## config.mk

```make
export PLATFORM = sky130hd
export DESIGN_NAME = ppi_mul
export DESIGN_NICKNAME = d
export VERILOG_FILES = /design/src/ppi_mul.sv
export SDC_FILE = /design/constraint.sdc
export NUM_CORES = 2
export LEC_CHECK = 0
export BUFFER_PORTS_ARGS = -buffer_cell sky130_fd_sc_hd__clkbuf_2
export CAP_MARGIN = 20
export CORE_UTILIZATION = 60
export CTS_BUF_LIST = sky130_fd_sc_hd__clkbuf_4
export CTS_CLUSTER_SIZE = 12
export DETAILED_ROUTE_END_ITERATION = 10
export GPL_TIMING_DRIVEN = 0
export PLACE_DENSITY = 0.87
export SLEW_MARGIN = 20
export SYNTH_ARGS = -nofsm -noshare
export SYNTH_HDL_FRONTEND = slang
export SYNTH_SLANG_ARGS = --single-unit
```

## constraint.sdc

```tcl
create_clock -name clk_i -period 10.55 [get_ports clk_i]
set_clock_uncertainty 0.2 [all_clocks]
set_input_delay 2.6375 -clock clk_i [delete_from_list [all_inputs] [get_ports clk_i]]
set_output_delay 2.6375 -clock clk_i [all_outputs]
set_load 0.1 [all_outputs]
```

## src/ppi_mul.sv

```systemverilog
// Shared signed multiplier of the planar pose integrator, product registered.
// Depends on nothing beyond its ports.
module ppi_mul (
  input  logic               clk_i,
  input  logic signed [32:0] op_a_i,
  input  logic signed [32:0] op_b_i,
  output logic signed [65:0] prod_o
);

  logic signed [65:0] prod_q;
  logic signed [65:0] prod_d;

  assign prod_d = 66'(op_a_i) * 66'(op_b_i);

  always_ff @(posedge clk_i) begin
    prod_q <= prod_d;
  end

  assign prod_o = prod_q;

endmodule

```

==> results.txt <==
- The tool flagged a number of max-cap violations equal to 0.
- Number of filler cells placed in the layout: 5267
- Setup repair after global routing could not meet its margin everywhere.
- Average instance area after synthesis: 9.38 sq um
* Die area: 68300 sq um
- Clock tree synthesis selected as its root buffer the cell sky130_fd_sc_hd__clkbuf_4.
- The clock period could shrink to 10.45 ns.
- The via count of the first global-routing pass is 33562.
- Summed over all layers, the global routing overflow is 0.
* # H-tree levels: 3
* Clock net sink count: 66
- Final setup fails: 0
* Placer Congestion: 1.06
- Synthesized-area fraction occupied by xor and xnor cells: 0.0163
* Actual transition at the worst max-transition pin: roughly 0.94 ns
- Counting the buffers created by CTS gives 9.
- After floorplanning, the core was divided into 94 placement rows.
- Setup slack after layout: 0.104 ns
- After clock tree synthesis, the clock-pin slew on the worst setup and hold paths is 0.15 ns.
- Along the worst path, the maximum fanout reaches 10.
- Of the total synthesized cell area, the portion taken by full adders, half adders and majority gates is 0.635.
* Main synth FF type: sky130_fd_sc_hd__dfxtp_1
* Most used cell along the critical path: sky130_fd_sc_hd__fa_1
* Status: complete, but fails checks
* I/O pin cnt: 133
* Register area share after synthesis: 0.0327
* Non-Filler Cell Area, Final: 42600 sq um
- Critical Path AT: approximately 11 ns
- Chip height: approximately 260 um
* DRC violations left: 12
- Counting every instance in the synthesized netlist gives 4302.
- Port buffering added 132 buffers.
* Die width: 261 um
- Area of placed instances: 42100 sq um
- Broken down by cell family, the worst path's largest delay share belongs to adder cells.
- After synthesis, the share of cell area in mux cells is 0.
- OpenSTA, run right after detailed placement, puts the worst setup slack at -1.48 ns.
- For this configuration, the core starts out at a cell density of 0.610.
* Ordered cell list for the critical path: clkbuf_2, clkbuf_1, nand2_1, fa_1, inv_1, fa_1, fa_1, fa_1, fa_1, fa_1, fa_1, inv_1, fa_1, inv_1, ha_1, a21oi_1, o21bai_1, a311oi_2, nor4_4, o21a_1, a211oi_4, o21ai_1, o41ai_2, xnor2_1
* Max transition margin: 0.373
- In the final routed layout, each cell accounts on average for approximately 25 um.
* Post-Synthesis Cell Area: 40400 sq um
* Final Max Tran Viols: 0
- The worst setup path is of the in -> reg kind.
- The final layout contains routed wiring with a total length of 136 mm.
- Post-Syn Nets: 5731
- Share of the synthesized area in compound gates (AO/OA/AOI/OAI): 0.0360
* Number of library cell types mapped by synthesis: 61
- In the synthesized netlist the async set-or-reset flop fraction comes to 0.
* Timing-limited maximum frequency: 0.0957 GHz
- Final hold violations: 0
- The synthesized design contains 0 enable-type register cells.
* Hold/Removal Path Class: in -> reg
- The detail route stage leaves a number of antenna-violating nets equal to 0.
- Synthesis inferred 66 register bits.
- Fin nets: 5882
* Count of buffering cells on the critical path with inverters included: 5
- The longest clock path from root to sink contains 2 buffers.
- CTS hold repair buffers: 0
- TritonCTS built the clock tree.
* Final Non-Filler Cells: ~5300
- After the first detailed-routing iteration, the DRC count stood at 3179.
* Max reg flops: 66
* Simple-gate share of the synthesized area: 0.154
- On the critical path, the stage with the largest delay is an instance of sky130_fd_sc_hd__fa_1.
- Maximum cell stage delay along the critical path: roughly 0.8 ns
* Yosys warnings: 0
* Kind of launch point of the worst setup path: input port
- The number of placed instances, taps included, is 5298.
- For this block, the via count after detailed routing is 30965.
- Share of layout cells above drive strength 1: 0.0704
- The HPWL after detailed placement is about 120 mm.
- Dividing the final minimum period by the clock period gives 0.990.
- On the final layout, the worst hold slack is around 2.4 ns.
- Routed vias/inst: 5.81
- The first TritonRoute pass finished after 9 iterations.
* Type of element capturing the critical path: register
* First-pass GRT wire length: 206 mm
* Signed area change from the synthesized netlist to the final layout: 5.53%
- Violated checks: DRC
- Antenna violations before repair: 14
- STA puts the critical path data required time at 10.84 ns.
- By area, the combinational part of the netlist is dominated by adder cells.
- Entering global routing, the biggest net connects 27 pins.
* Area of the core region: about 66000 sq um
- In the global route stage, overall resource usage came out at 0.421.
## routing by layer
metal	wire length [um]	track usage	up-vias
met4	11000	0.269	8
met1	45800	0.520	15726
met3	18400	0.141	626
met5	104	0.00764	-
li1	-	-	12517
met2	60400	0.637	2088
## cell families (layout without fill, tap and decap cells)
kind of cell	Yosys count	count (layout)
flip-flops	66	66
adder cells (fa/ha/maj)	1362	1362
AND/OR/NAND/NOR	1228	1228
buffers and inverters	1354	1510
AO/OA/AOI/OAI	217	217
XOR/XNOR	75	75
other	0	6
## through the flow
stage                util  setup TNS [ns]
floorplan               -               0
global placement    0.636          -23.04
detailed placement  0.636          -26.05
CTS                 0.640               0
global route        0.643        -0.00256
finish              0.643               0
## timing repair
item	4_1_cts	5_1_grt
gates resized for setup	43	203
buffers inserted	2	7
pin swaps	1	2
setup endpoints to repair	22	20
## synthesized netlist by cell type (2+ instances only)
library cell	count	share of area
sky130_fd_sc_hd__clkbuf_1	220	0.020
sky130_fd_sc_hd__nand4_1	9	0.0014
sky130_fd_sc_hd__nand3_1	18	0.0022
sky130_fd_sc_hd__nor2b_1	3	0.00046
sky130_fd_sc_hd__nand3b_1	2	0.00037
sky130_fd_sc_hd__ha_1	217	0.067
sky130_fd_sc_hd__nor3_1	7	0.00087
sky130_fd_sc_hd__or2_2	4	0.00062
sky130_fd_sc_hd__nor2_1	47	0.0044
sky130_fd_sc_hd__nand2_1	543	0.050
sky130_fd_sc_hd__xor2_1	20	0.0043
sky130_fd_sc_hd__a221o_1	3	0.00074
sky130_fd_sc_hd__a211oi_2	4	0.0012
sky130_fd_sc_hd__nor4_1	5	0.00077
sky130_fd_sc_hd__xnor2_1	55	0.012
sky130_fd_sc_hd__fa_1	1145	0.57
sky130_fd_sc_hd__o21bai_1	8	0.0015
sky130_fd_sc_hd__dfxtp_1	66	0.033
sky130_fd_sc_hd__o21ai_0	37	0.0046
sky130_fd_sc_hd__and2_1	562	0.087
sky130_fd_sc_hd__a21oi_1	73	0.0091
sky130_fd_sc_hd__and4_1	7	0.0015
sky130_fd_sc_hd__o41ai_2	2	0.00081
sky130_fd_sc_hd__o22ai_1	3	0.00046
sky130_fd_sc_hd__o21ba_2	3	0.00074
sky130_fd_sc_hd__a211oi_1	5	0.00093
sky130_fd_sc_hd__and3_1	7	0.0011
sky130_fd_sc_hd__o221ai_1	2	0.00043
sky130_fd_sc_hd__o211ai_1	7	0.0013
sky130_fd_sc_hd__o21ai_1	5	0.00062
sky130_fd_sc_hd__o21a_1	7	0.0013
sky130_fd_sc_hd__a21o_1	28	0.0052
sky130_fd_sc_hd__a31oi_1	9	0.0014
sky130_fd_sc_hd__nand2b_1	9	0.0014
sky130_fd_sc_hd__inv_1	1133	0.11
sky130_fd_sc_hd__a311o_1	2	0.00050
## final cells by class
cell class	instances	area, sq um	share of cell area
buffer	220	1000	0.0236
antenna	6	15.0	0.000352
clock inverter	7	77.6	0.00182
clock buffer	9	67.6	0.00159
sequential	66	1320	0.0310
multi-input combinational	2882	34000	0.799
inverter	1133	4250	0.0998
tap	864	1080	0.0254
timing repair buffer	141	741	0.0174
## cells in the final DEF (no fill, tap or decap), types with 3 or more instances in the layout
| master | netlist | final |
|---|---|---|
| sky130_fd_sc_hd__a221o_1 | 3 | 3 |
| sky130_fd_sc_hd__nand4_1 | 9 | 9 |
| sky130_fd_sc_hd__ha_1 | 217 | 217 |
| sky130_fd_sc_hd__o21bai_1 | 8 | 8 |
| sky130_fd_sc_hd__nand2_1 | 543 | 543 |
| sky130_fd_sc_hd__o21a_1 | 7 | 7 |
| sky130_fd_sc_hd__and2_1 | 562 | 562 |
| sky130_fd_sc_hd__nand3_1 | 18 | 18 |
| sky130_fd_sc_hd__a21oi_1 | 73 | 72 |
| sky130_fd_sc_hd__clkbuf_2 | 0 | 248 |
| sky130_fd_sc_hd__buf_4 | 0 | 9 |
| sky130_fd_sc_hd__xor2_1 | 20 | 20 |
| sky130_fd_sc_hd__clkbuf_4 | 0 | 14 |
| sky130_fd_sc_hd__fa_1 | 1145 | 1140 |
| sky130_fd_sc_hd__nor4_1 | 5 | 3 |
| sky130_fd_sc_hd__o211ai_1 | 7 | 7 |
| sky130_fd_sc_hd__o21ai_0 | 37 | 35 |
| sky130_fd_sc_hd__a211oi_1 | 5 | 5 |
| sky130_fd_sc_hd__nor3_1 | 7 | 7 |
| sky130_fd_sc_hd__o22ai_1 | 3 | 3 |
| sky130_fd_sc_hd__nor2b_1 | 3 | 3 |
| sky130_fd_sc_hd__inv_1 | 1133 | 1133 |
| sky130_fd_sc_hd__clkbuf_1 | 220 | 95 |
| sky130_fd_sc_hd__xnor2_1 | 55 | 55 |
| sky130_fd_sc_hd__o21ai_1 | 5 | 7 |
| sky130_fd_sc_hd__dfxtp_1 | 66 | 66 |
| sky130_fd_sc_hd__a21o_1 | 28 | 28 |
| sky130_fd_sc_hd__nor2_1 | 47 | 47 |
| sky130_fd_sc_hd__diode_2 | 0 | 6 |
| sky130_fd_sc_hd__or2_2 | 4 | 4 |
| sky130_fd_sc_hd__and4_1 | 7 | 7 |
| sky130_fd_sc_hd__and3_1 | 7 | 7 |
| sky130_fd_sc_hd__o21ba_2 | 3 | 3 |
| sky130_fd_sc_hd__a31oi_1 | 9 | 9 |
| sky130_fd_sc_hd__fa_2 | 0 | 5 |
| sky130_fd_sc_hd__nand2b_1 | 9 | 9 |
## path summary, 6_finish.rpt
| check | start | endpoint | slack (ns) | cells past startpoint |
|---|---|---|---|---|
| max | op_a_i[4] | prod_o[59]$_DFF_P_ | 0.10 | 24 |
| min | op_a_i[0] | prod_o[0]$_DFF_P_ | 2.40 | 2 |
Power is left out: the tool's default activity adds up to more than one toggle a clock period on the data nets, which glitch-free logic cannot reach.
